File: src/rtl/x86_page_table_walker_assert.svh
// Assertion helpers for the walker RTL.
`ifndef X86_PAGE_TABLE_WALKER_ASSERT_SVH
`define X86_PAGE_TABLE_WALKER_ASSERT_SVH

// Check a property on every clock edge outside reset.
`define XPTW_ASSERT(lbl, prp, msg) \
   lbl: assert property (@(posedge clock) disable iff (reset) prp) else $error(msg);

// Check a property on every clock edge, reset included.
`define XPTW_ASSERT_ALWAYS(lbl, prp, msg) \
   lbl: assert property (@(posedge clock) prp) else $error(msg);

`endif

File: src/rtl/xptw_pkg.sv
// ----------------------------------------------------------------------------
// xptw_pkg
// Types and constants shared by the page table walker modules.
// ----------------------------------------------------------------------------
`default_nettype none
package xptw_pkg;

   localparam int PHYS_ADDR_BITS = 48;
   localparam int NONPAE_ENTRIES = 1024;
   localparam int PAE_ENTRIES    = 512;
   localparam int PDP_ENTRIES    = 4;

   localparam logic [47:0] PHYS_MASK48 = (PHYS_ADDR_BITS >= 48) ? {48{1'b1}} :
      48'((64'd1 << PHYS_ADDR_BITS) - 64'd1);
   localparam logic [47:0] NP_MASK_4K  = 48'h0000_ffff_f000;
   localparam logic [47:0] NP_MASK_4M  = 48'h0000_ffc0_0000;
   localparam logic [47:0] PAE_MASK_4K = 48'hffff_ffff_f000;
   localparam logic [47:0] PAE_MASK_2M = 48'hffff_ffe0_0000;
   localparam logic [63:0] KERNEL_BASE = 64'hffff_0000_0000_0000;
   localparam int PRESENT_BIT = 0;
   localparam int LARGE_BIT   = 7;

   localparam logic OP_START    = 1'b0;
   localparam logic OP_RESPONSE = 1'b1;

   localparam logic CSR_ROOT = 1'b0;
   localparam logic CSR_PAE  = 1'b1;

   typedef enum logic [1:0] {
      KIND_READ  = 2'd0,
      KIND_PAGE  = 2'd1,
      KIND_DONE  = 2'd2,
      KIND_ERROR = 2'd3
   } kind_type;

   localparam logic [1:0] SIZE_4K = 2'd0;
   localparam logic [1:0] SIZE_2M = 2'd1;
   localparam logic [1:0] SIZE_4M = 2'd2;

   typedef struct packed {
      kind_type    kind;
      logic [47:0] pa;
      logic [63:0] va;
      logic [1:0]  size;
      logic        last;
   } result_type;

   // One accepted item's results: r0 only when two is set, r1 always.
   typedef struct packed {
      logic       two;
      result_type r0;
      result_type r1;
   } bundle_type;

endpackage
`default_nettype wire

File: src/rtl/xptw_req_if.sv
// ----------------------------------------------------------------------------
// xptw_req_if
// Input channel: start commands and table entry read responses.
// ----------------------------------------------------------------------------
`default_nettype none
interface xptw_req_if;
   logic        valid;
   logic        ready;
   logic        opcode;
   logic [63:0] entry_word;
   logic        read_failed;
   modport source (output valid, opcode, entry_word, read_failed, input ready);
   modport sink   (input valid, opcode, entry_word, read_failed, output ready);
endinterface
`default_nettype wire

File: src/rtl/xptw_rsp_if.sv
// ----------------------------------------------------------------------------
// xptw_rsp_if
// Result channel: read requests, mapped pages, done and error reports.
// ----------------------------------------------------------------------------
`default_nettype none
interface xptw_rsp_if;
   logic        valid;
   logic        ready;
   logic [1:0]  result_kind;
   logic [47:0] physical_address;
   logic [63:0] virtual_address;
   logic [1:0]  page_size_code;
   logic        last_of_run;
   modport source (output valid, result_kind, physical_address, virtual_address,
                   page_size_code, last_of_run, input ready);
   modport sink   (input valid, result_kind, physical_address, virtual_address,
                   page_size_code, last_of_run, output ready);
endinterface
`default_nettype wire

File: src/rtl/x86_page_table_walker.sv
// ----------------------------------------------------------------------------
// x86_page_table_walker
// Depth-first walker over two-level or PAE three-level x86 page tables.
// ----------------------------------------------------------------------------
// An accepted transaction's first result passes through a queue slot and then the output register.
// Throughput: one input transaction per cycle while the queue has room.
// Results leave at one per cycle while the receiver takes them; a mapped page and its next request leave as two.
// The output register alone sets the result rate.
// Reset (synchronous) idles the walk, clears the control registers and empties the queue; bases and slots keep data.
`default_nettype none
module x86_page_table_walker
   import xptw_pkg::*;
#(
   parameter int QUEUE_DEPTH = 4
) (
   input  wire logic        clock,
   input  wire logic        reset,
   input  wire logic        csr_we,
   input  wire logic        csr_index,
   input  wire logic [47:0] csr_wdata,
   xptw_req_if.sink         req_ch,
   xptw_rsp_if.source       rsp_ch
);

   // Front to queue: one bundle per item that makes results.
   logic       push, space;
   bundle_type push_data;
   // Queue to back.
   logic       head_valid, pop;
   bundle_type head_data;

   // Front: walk state, config registers, result build.
   xptw_front u_front (
      .clock, .reset, .csr_we, .csr_index, .csr_wdata,
      .req_ch, .space, .push, .push_data
   );

   // Decouple front and back so each side stalls on its own.
   xptw_queue #(.DEPTH(QUEUE_DEPTH)) u_queue (
      .clock, .reset, .push, .push_data, .space,
      .head_valid, .head_data, .pop
   );

   // Back: split bundles and hold each result until taken.
   xptw_back u_back (
      .clock, .reset, .head_valid, .head_data, .pop, .rsp_ch
   );

endmodule
`default_nettype wire

File: src/rtl/xptw_front.sv
// ----------------------------------------------------------------------------
// xptw_front
// Accept items, step the walk state and build the results of each item.
// ----------------------------------------------------------------------------
`default_nettype none
module xptw_front
   import xptw_pkg::*;
(
   input  wire logic        clock,
   input  wire logic        reset,
   input  wire logic        csr_we,
   input  wire logic        csr_index,
   input  wire logic [47:0] csr_wdata,
   xptw_req_if.sink         req_ch,
   input  wire logic        space,
   output      logic        push,
   output      bundle_type  push_data
);

   logic [47:0] root_ff, root_in;
   logic        pae_ff, pae_in;
   logic        active_ff, active_in;
   logic [1:0]  level_ff, level_in;
   logic [47:0] base_ff [3];
   logic [47:0] base_in [3];
   logic [9:0]  index_ff [3];
   logic [9:0]  index_in [3];

   logic        accept;
   logic [63:0] e;
   logic [1:0]  last_lvl, lvl, tgt;
   logic        big_page, leaf, found;
   logic [10:0] nxt [3];
   logic [2:0]  fits;
   logic [63:0] vbase;
   logic [47:0] leaf_pa, next_base, req_addr;
   logic [1:0]  leaf_size;
   result_type  res_pop;

   assign req_ch.ready = space;
   assign accept = req_ch.valid && space;

   function automatic logic [5:0] shift_of(input logic pae, input logic [1:0] k);
      logic [5:0] s;
      if (pae) s = (k == 2'd0) ? 6'd30 : ((k == 2'd1) ? 6'd21 : 6'd12);
      else     s = (k == 2'd0) ? 6'd22 : 6'd12;
      return s;
   endfunction

   always_comb begin
      root_in = root_ff;
      pae_in  = pae_ff;
      if (csr_we) begin
         case (csr_index)
            CSR_ROOT: root_in = csr_wdata;
            CSR_PAE:  pae_in  = csr_wdata[0];
            default:  root_in = root_ff;
         endcase
      end
   end

   always_comb begin
      active_in = active_ff;
      level_in  = level_ff;
      for (int k = 0; k < 3; k++) begin
         base_in[k]  = base_ff[k];
         index_in[k] = index_ff[k];
      end
      push      = 1'b0;
      push_data = '0;

      e        = pae_ff ? req_ch.entry_word : {32'd0, req_ch.entry_word[31:0]};
      last_lvl = pae_ff ? 2'd2 : 2'd1;
      lvl      = (level_ff > last_lvl) ? last_lvl : level_ff;
      big_page = e[LARGE_BIT] && (lvl == last_lvl - 2'd1);
      leaf     = (lvl == last_lvl) || big_page;

      if (lvl == last_lvl) begin
         leaf_pa   = e[47:0] & (pae_ff ? PAE_MASK_4K : NP_MASK_4K);
         leaf_size = SIZE_4K;
      end else if (pae_ff) begin
         leaf_pa   = e[47:0] & PAE_MASK_2M;
         leaf_size = SIZE_2M;
      end else begin
         leaf_pa   = e[47:0] & NP_MASK_4M;
         leaf_size = SIZE_4M;
      end
      leaf_pa   = leaf_pa & PHYS_MASK48;
      next_base = e[47:0] & (pae_ff ? PAE_MASK_4K : NP_MASK_4K) & PHYS_MASK48;

      vbase = '0;
      for (int k = 0; k < 3; k++) begin
         if (2'(k) <= lvl) vbase = vbase | ({54'd0, index_ff[k]} << shift_of(pae_ff, 2'(k)));
      end

      // Pop: nearest level at or above lvl that still has entries left.
      for (int k = 0; k < 3; k++) begin
         nxt[k] = {1'b0, index_ff[k]} + 11'd1;
         if (pae_ff) fits[k] = (k == 0) ? (nxt[k] < 11'(PDP_ENTRIES)) :
                                          (nxt[k] < 11'(PAE_ENTRIES));
         else        fits[k] = nxt[k] < 11'(NONPAE_ENTRIES);
      end
      found = 1'b0;
      tgt   = 2'd0;
      for (int k = 2; k >= 0; k--) begin
         if (!found && 2'(k) <= lvl && fits[k]) begin
            found = 1'b1;
            tgt   = 2'(k);
         end
      end
      req_addr = (base_ff[tgt] + (pae_ff ? {35'd0, nxt[tgt][9:0], 3'd0} :
                                           {36'd0, nxt[tgt][9:0], 2'd0})) & PHYS_MASK48;
      res_pop = '0;
      res_pop.last = 1'b1;
      if (found) begin
         res_pop.kind = KIND_READ;
         res_pop.pa   = req_addr;
      end else begin
         res_pop.kind = KIND_DONE;
      end

      if (accept) begin
         if (req_ch.opcode == OP_START) begin
            active_in = 1'b1;
            level_in  = 2'd0;
            for (int k = 0; k < 3; k++) index_in[k] = '0;
            base_in[0]        = root_ff;
            push              = 1'b1;
            push_data.r1.kind = KIND_READ;
            push_data.r1.pa   = root_ff & PHYS_MASK48;
            push_data.r1.last = 1'b1;
         end else if (active_ff) begin
            push              = 1'b1;
            push_data.r1.last = 1'b1;
            if (req_ch.read_failed) begin
               active_in         = 1'b0;
               push_data.r1.kind = KIND_ERROR;
            end else if (e[PRESENT_BIT] && !leaf) begin
               // Descend into the next table.
               base_in[lvl + 2'd1]  = next_base;
               index_in[lvl + 2'd1] = '0;
               level_in             = lvl + 2'd1;
               push_data.r1.kind    = KIND_READ;
               push_data.r1.pa      = next_base;
            end else begin
               if (e[PRESENT_BIT]) begin
                  push_data.two     = 1'b1;
                  push_data.r0.kind = KIND_PAGE;
                  push_data.r0.pa   = leaf_pa;
                  push_data.r0.va   = vbase | KERNEL_BASE;
                  push_data.r0.size = leaf_size;
                  push_data.r0.last = 1'b0;
               end
               push_data.r1 = res_pop;
               if (found) begin
                  index_in[tgt] = nxt[tgt][9:0];
                  level_in      = tgt;
               end else begin
                  active_in = 1'b0;
                  level_in  = 2'd0;
               end
            end
         end
      end
   end

   always_ff @(posedge clock) begin
      if (reset) begin
         root_ff   <= '0;
         pae_ff    <= 1'b0;
         active_ff <= 1'b0;
         level_ff  <= '0;
         for (int k = 0; k < 3; k++) index_ff[k] <= '0;
      end else begin
         root_ff   <= root_in;
         pae_ff    <= pae_in;
         active_ff <= active_in;
         level_ff  <= level_in;
         for (int k = 0; k < 3; k++) index_ff[k] <= index_in[k];
      end
   end

   always_ff @(posedge clock) begin
      for (int k = 0; k < 3; k++) base_ff[k] <= base_in[k];
   end

endmodule
`default_nettype wire

File: src/rtl/xptw_queue.sv
// ----------------------------------------------------------------------------
// xptw_queue
// Short queue of per-item result bundles between front and back.
// ----------------------------------------------------------------------------
`default_nettype none
`include "x86_page_table_walker_assert.svh"
module xptw_queue
   import xptw_pkg::*;
#(
   parameter int DEPTH = 4
) (
   input  wire logic       clock,
   input  wire logic       reset,
   input  wire logic       push,
   input  wire bundle_type push_data,
   output      logic       space,
   output      logic       head_valid,
   output      bundle_type head_data,
   input  wire logic       pop
);

   localparam int PW = (DEPTH > 1) ? $clog2(DEPTH) : 1;
   localparam int CW = $clog2(DEPTH + 1);

   bundle_type      slot_ff [DEPTH];
   logic [PW-1:0]   wr_ff, wr_in, rd_ff, rd_in;
   logic [CW-1:0]   count_ff, count_in;
   logic            do_push, do_pop;

   assign space      = count_ff != CW'(DEPTH);
   assign head_valid = count_ff != '0;
   assign head_data  = slot_ff[rd_ff];
   assign do_push    = push && space;
   assign do_pop     = pop && head_valid;

   always_comb begin
      wr_in    = wr_ff;
      rd_in    = rd_ff;
      count_in = count_ff;
      if (do_push) wr_in = (wr_ff == PW'(DEPTH - 1)) ? '0 : wr_ff + PW'(1);
      if (do_pop)  rd_in = (rd_ff == PW'(DEPTH - 1)) ? '0 : rd_ff + PW'(1);
      if (do_push && !do_pop) count_in = count_ff + CW'(1);
      if (!do_push && do_pop) count_in = count_ff - CW'(1);
   end

   always_ff @(posedge clock) begin
      if (reset) begin
         wr_ff    <= '0;
         rd_ff    <= '0;
         count_ff <= '0;
      end else begin
         wr_ff    <= wr_in;
         rd_ff    <= rd_in;
         count_ff <= count_in;
      end
   end

   always_ff @(posedge clock) begin
      if (do_push) slot_ff[wr_ff] <= push_data;
   end

   `XPTW_ASSERT_ALWAYS(a_reset_empty, reset |=> count_ff == '0, "queue not empty after reset")
   `XPTW_ASSERT(a_count_bound, count_ff <= CW'(DEPTH), "queue count past depth")
   `XPTW_ASSERT(a_count_track, (do_push && !do_pop) |=> count_ff == $past(count_ff) + CW'(1), "lost push")

endmodule
`default_nettype wire

File: src/rtl/xptw_back.sv
// ----------------------------------------------------------------------------
// xptw_back
// Drain result bundles one result per cycle, while the receiver takes them, into the output register.
// ----------------------------------------------------------------------------
`default_nettype none
module xptw_back
   import xptw_pkg::*;
(
   input  wire logic       clock,
   input  wire logic       reset,
   input  wire logic       head_valid,
   input  wire bundle_type head_data,
   output      logic       pop,
   xptw_rsp_if.source      rsp_ch
);

   logic       valid_ff, valid_in;
   logic       sub_ff, sub_in;
   result_type out_ff, out_in;
   logic       load, first;

   assign load  = head_valid && (!valid_ff || rsp_ch.ready);
   assign first = head_data.two && !sub_ff;
   assign pop   = load && !first;

   always_comb begin
      valid_in = valid_ff && !rsp_ch.ready;
      sub_in   = sub_ff;
      out_in   = out_ff;
      if (load) begin
         valid_in = 1'b1;
         out_in   = first ? head_data.r0 : head_data.r1;
         sub_in   = first;
      end
   end

   always_ff @(posedge clock) begin
      if (reset) begin
         valid_ff <= 1'b0;
         sub_ff   <= 1'b0;
      end else begin
         valid_ff <= valid_in;
         sub_ff   <= sub_in;
      end
   end

   always_ff @(posedge clock) begin
      out_ff <= out_in;
   end

   assign rsp_ch.valid            = valid_ff;
   assign rsp_ch.result_kind      = out_ff.kind;
   assign rsp_ch.physical_address = out_ff.pa;
   assign rsp_ch.virtual_address  = out_ff.va;
   assign rsp_ch.page_size_code   = out_ff.size;
   assign rsp_ch.last_of_run      = out_ff.last;

endmodule
`default_nettype wire
File: src/flat_wrapper.sv
// flat-port wrapper written by rule: the top's interface ports become plain ports
module x86_page_table_walker_flat import xptw_pkg::*;
#(
   parameter int QUEUE_DEPTH = 4
)
  (clock, reset, csr_we, csr_index, csr_wdata, req_ch_valid, req_ch_opcode, req_ch_entry_word, req_ch_read_failed, req_ch_ready, rsp_ch_valid, rsp_ch_result_kind, rsp_ch_physical_address, rsp_ch_virtual_address, rsp_ch_page_size_code, rsp_ch_last_of_run, rsp_ch_ready);
  xptw_req_if req_ch_i ();
  xptw_rsp_if rsp_ch_i ();
  input  wire logic clock;
  input  wire logic reset;
  input  wire logic csr_we;
  input  wire logic csr_index;
  input  wire logic [47:0] csr_wdata;
  input wire logic [$bits(req_ch_i.valid)-1:0] req_ch_valid;
  input wire logic [$bits(req_ch_i.opcode)-1:0] req_ch_opcode;
  input wire logic [$bits(req_ch_i.entry_word)-1:0] req_ch_entry_word;
  input wire logic [$bits(req_ch_i.read_failed)-1:0] req_ch_read_failed;
  output wire logic [$bits(req_ch_i.ready)-1:0] req_ch_ready;
  output wire logic [$bits(rsp_ch_i.valid)-1:0] rsp_ch_valid;
  output wire logic [$bits(rsp_ch_i.result_kind)-1:0] rsp_ch_result_kind;
  output wire logic [$bits(rsp_ch_i.physical_address)-1:0] rsp_ch_physical_address;
  output wire logic [$bits(rsp_ch_i.virtual_address)-1:0] rsp_ch_virtual_address;
  output wire logic [$bits(rsp_ch_i.page_size_code)-1:0] rsp_ch_page_size_code;
  output wire logic [$bits(rsp_ch_i.last_of_run)-1:0] rsp_ch_last_of_run;
  input wire logic [$bits(rsp_ch_i.ready)-1:0] rsp_ch_ready;
  assign req_ch_i.valid = req_ch_valid;
  assign req_ch_i.opcode = req_ch_opcode;
  assign req_ch_i.entry_word = req_ch_entry_word;
  assign req_ch_i.read_failed = req_ch_read_failed;
  assign req_ch_ready = req_ch_i.ready;
  assign rsp_ch_valid = rsp_ch_i.valid;
  assign rsp_ch_result_kind = rsp_ch_i.result_kind;
  assign rsp_ch_physical_address = rsp_ch_i.physical_address;
  assign rsp_ch_virtual_address = rsp_ch_i.virtual_address;
  assign rsp_ch_page_size_code = rsp_ch_i.page_size_code;
  assign rsp_ch_last_of_run = rsp_ch_i.last_of_run;
  assign rsp_ch_i.ready = rsp_ch_ready;
  x86_page_table_walker #(.QUEUE_DEPTH(QUEUE_DEPTH)) u_core (.clock(clock), .reset(reset), .csr_we(csr_we), .csr_index(csr_index), .csr_wdata(csr_wdata), .req_ch(req_ch_i), .rsp_ch(rsp_ch_i));
endmodule
File: config.mk
export PLATFORM = sky130hd
export DESIGN_NAME = x86_page_table_walker_flat
export DESIGN_NICKNAME = d
export VERILOG_FILES = /design/src/rtl/xptw_pkg.sv /design/src/rtl/xptw_req_if.sv /design/src/rtl/xptw_rsp_if.sv /design/src/rtl/x86_page_table_walker.sv /design/src/rtl/xptw_front.sv /design/src/rtl/xptw_queue.sv /design/src/rtl/xptw_back.sv /design/src/flat_wrapper.sv
export VERILOG_INCLUDE_DIRS = /design/src /design/src/rtl
export SDC_FILE = /design/constraint.sdc
export NUM_CORES = 1
export LEC_CHECK = 0
export BUFFER_PORTS_ARGS = -buffer_cell sky130_fd_sc_hd__buf_4
export CAP_MARGIN = 0
export CORE_MARGIN = 2
export CORE_UTILIZATION = 55
export DETAILED_ROUTE_END_ITERATION = 8
export PLACE_DENSITY = 0.87
export SLEW_MARGIN = 20
export SYNTH_ARGS = -nofsm -noshare
export SYNTH_HDL_FRONTEND = slang
export SYNTH_SLANG_ARGS = --single-unit
File: constraint.sdc
create_clock -name clock -period 8.45 [get_ports clock]
set_input_delay 2.1125 -clock clock [delete_from_list [all_inputs] [get_ports clock]]
set_output_delay 2.1125 -clock clock [all_outputs]
set_load 0.02 [all_outputs]
==> results.cfg <==
[outcome]
status = completed

[layout]
area_growth_pct = 14.1
sequential_cell_area_sq_mm = 0.0233
multi_input_comb_area_sq_mm = 0.0106
final_nets = 2709
layout-drive-gt1-share = 0.216
n_fill_cell = 4253
finished_layout_cell_area_sq_mm = 0.0396

[placed_design]
last_weighted_congestion_value_of_the_routability_driven_placer = 0.935
placement.io_buffers = 200
dp_hpwl_um = 56100
minimum_setup_slack_after_placement_ns = 1.98
placedInstanceArea_sq_mm = 0.0370

[yosys]
synth_seq_cells = 807
yosys.area.top_type = edfxtp_1
ys_top_cells_by_count = 714 x edfxtp_1, 222 x nand2_1, 133 x nor2_1, 126 x clkbuf_1, 126 x mux4_2
yosysTopAreaCellShare = 0.618
post_synth.cell_area_avg_sq_um = 14.5
yosysWarnings = 0
syn-cell-area_sq_mm = 0.0347
edff_count_synth = 714
ys_dominant_reg_cell = edfxtp_1
largest_cells_by_area_after_synthesis = edfxtp_1 62%, mux4_2 8.2%, dfxtp_1 5.4%
async_flop_share = 0
synthCells = 2395
synthMostInstantiatedCell = edfxtp_1
ys_seq_area_frac = 0.672
synthDistinctLibCells = 77

[critical_path]
critical_path.startpoint_type = flop
worst-setup-path-type = flop to flop
critical_path.startpoint = u_core.u_front.index_ff[0][20]$_SDFFE_PP0P_
cp_max_fo = 30
crit-reg2reg-launch = u_core.u_front.index_ff[0][20]$_SDFFE_PP0P_
setup.worst_path.end_class = flop
worst_ep_required_time_ns = 8.78
critical_path_arrival_ns = 7.08

[timing]
drv_slew = 0
rsz_0062_raised_after_global_routing = no
report.final.setup_viol = 0
relSlewSlack = 0.239
finalHoldViolations = 0
achievable-frequency_ghz = 0.148
finalSetupTns_ns = 0
timing.hold.ws_ns = 0.457
clock-skew-final_ns = 0.0243
worstMarginPinSlew_ns = 1.14
final.min_clock_period_ns = 6.75
final.setup.worst_slack_ns = 1.70
min_period_over_period = 0.798

[global_routing]
vias_in_the_first_global_route = 22330
maximum_number_of_pins_on_one_net_before_global_route_repair = 85
aggregate_global_route_resource_usage = 0.279
wire_length_of_the_first_global_routing_pass_um = 135000
initial_antenna_violation_count = 5
overflow = 0

[detailed_routing]
drt_pass1_iterations = 5
detail_route.drc_violations = 0
dr_total_vias = 22532
drt-wirelength-per-cell_um = 26.2
final_antenna_net_count = 0
via_per_inst = 6.48
finalWirelength_um = 91000
drt_iter0_markers = 2964

[floorplan]
initial_utilization = 0.553
coreArea_sq_mm = 0.0627
die_x_um = 255
ioPinCount = 239
rows = 92
floorplan.die_area_sq_mm = 0.0651
floorplan.die.height_um = 255

[clock_network]
cts_root_buf = clkbuf_16
cts_resized = 0
clkLatencyLatePin_ns = 0.64
h_tree_lvl_count = 3
postCtsSetupRepairBufs = 0
cts.clk_slew.worst_paths_ns = 0.06
numClockSinks = 807
cts_made_buffers = 77
tritoncts = yes
clock_tree.buffer_depth = 3
cts_hold_bufs = 0

[power_and_ir_drop]
p_leak_uw = 0.0135
powerDensity_mw_per_mm2 = 280
power.ir.vdd_worst_v = 0.000206

[worst_hold_path]
hp-start = u_core.u_front.root_ff[10]$_SDFFE_PP0P_
hold_path.class = flop to flop

[flow_run]
cap_violations = 0
## metrics by stage
step,total power [uW],util,instances
6_report,11100,0.631,3477
3_5_place_dp,7590,0.589,3331
5_1_grt,11400,0.631,3477
4_1_cts,11100,0.631,3474
2_1_floorplan,6750,-,2438
3_3_place_gp,7490,0.589,3329
## sequential cells by signal (all words and copies together) (netlist names), named ones only
register / count
u_core.u_back.rsp_ch.physical_address: 48
u_core.u_queue.count_ff: 3
u_core.u_back.rsp_ch.result_kind: 2
u_core.u_front.base_ff: 120
u_core.u_queue.wr_ff: 2
u_core.u_back.rsp_ch.page_size_code: 2
u_core.u_back.rsp_ch.valid: 1
u_core.u_back.rsp_ch.virtual_address: 37
u_core.u_front.root_ff: 48
u_core.u_front.pae_ff: 1
u_core.u_front.index_ff: 30
u_core.u_front.active_ff: 1
u_core.u_front.level_ff: 2
u_core.u_queue.slot_ff: 504
u_core.u_queue.rd_ff: 2
u_core.u_back.rsp_ch.last_of_run: 1
u_core.u_back.sub_ff: 1
## cell usage in the layout, fill, tap and decap left out, drive strengths merged, types with 5 or more instances in the layout
| cell type | instances |
|---|---|
| mux2i | 12 |
| o2bb2ai | 16 |
| o31a | 8 |
| a211o | 6 |
| a21oi | 120 |
| o211ai | 5 |
| bufinv | 6 |
| nand2b | 9 |
| a31o | 6 |
| or2 | 8 |
| inv | 45 |
| mux2 | 38 |
| dfxtp | 93 |
| conb | 44 |
| mux4 | 126 |
| o31ai | 27 |
| nand4 | 44 |
| edfxtp | 714 |
| nor4 | 12 |
| nand2 | 222 |
| and3 | 29 |
| clkinv | 25 |
| nor2b | 18 |
| ha | 22 |
| a22o | 21 |
| a211oi | 32 |
| and2 | 84 |
| a31oi | 36 |
| clkbuf | 105 |
| nor2 | 133 |
| buf | 244 |
| a22oi | 44 |
| and4 | 10 |
| o21ai | 70 |
| nand3 | 44 |
| a21o | 9 |
| xnor2 | 36 |
| xor2 | 30 |
| nor3 | 30 |
## logic make-up after synthesis
logic type / share of synthesized area
AO/OA/AOI/OAI: 0.0823
flip-flops: 0.672
buffers and inverters: 0.0300
adder cells (fa/ha/maj): 0.00909
other: 0.000108
XOR/XNOR: 0.0167
AND/OR/NAND/NOR: 0.0926
multiplexers: 0.0976
## final timing paths
check                           cells past startpoint                                  endpoint  slack [ns]
worst max-delay path                               19  u_core.u_queue.slot_ff[2][114]$_DFFE_PP_        1.70
worst min register to register                      2   u_core.u_front.root_ff[10]$_SDFFE_PP0P_        0.46
worst max register to register                     19  u_core.u_queue.slot_ff[2][114]$_DFFE_PP_        1.70
worst min-delay path                                2   u_core.u_front.root_ff[10]$_SDFFE_PP0P_        0.46
## layout make-up
cell class,count,area share
diodes,2,0.000126
clock buffers,105,0.0558
clock inverters,38,0.00960
inverters,41,0.00392
multi-input cells,1394,0.268
flip-flops and latches,807,0.589
well taps,846,0.0267
repair buffers,244,0.0476
## report_power, final
group          total (uW)  internal [uW]  switching [uW]
registers            5100           4890             211
clock network        3550           2030            1510
logic                2430           1050            1370
## critical path: stages (launching register included)
cell and delay, ns:
dfxtp_1 0.57, ha_1 0.41, and4b_1 0.25, and4_1 0.24, o21ai_4 0.72, buf_4 0.39, nor2_1 0.07, a31oi_1 0.44
nand2_1 0.10, o21ai_0 0.24, ha_1 0.28, a211oi_1 0.06, nor2_1 0.22, o22a_1 0.26, a32oi_1 0.28, nor2_1 0.34
nand4_1 0.42, nor4_1 0.46, xor2_1 0.11, o21ai_0 0.56
## layer usage
layer	part of all wire	up-vias	track usage
met5	0.00038	-	0
met4	0.039	6	0.108
met3	0.10	295	0.0505
met2	0.48	1595	0.449
met1	0.38	11156	0.382
li1	-	9480	-
Power figures use the tool's default switching activity.
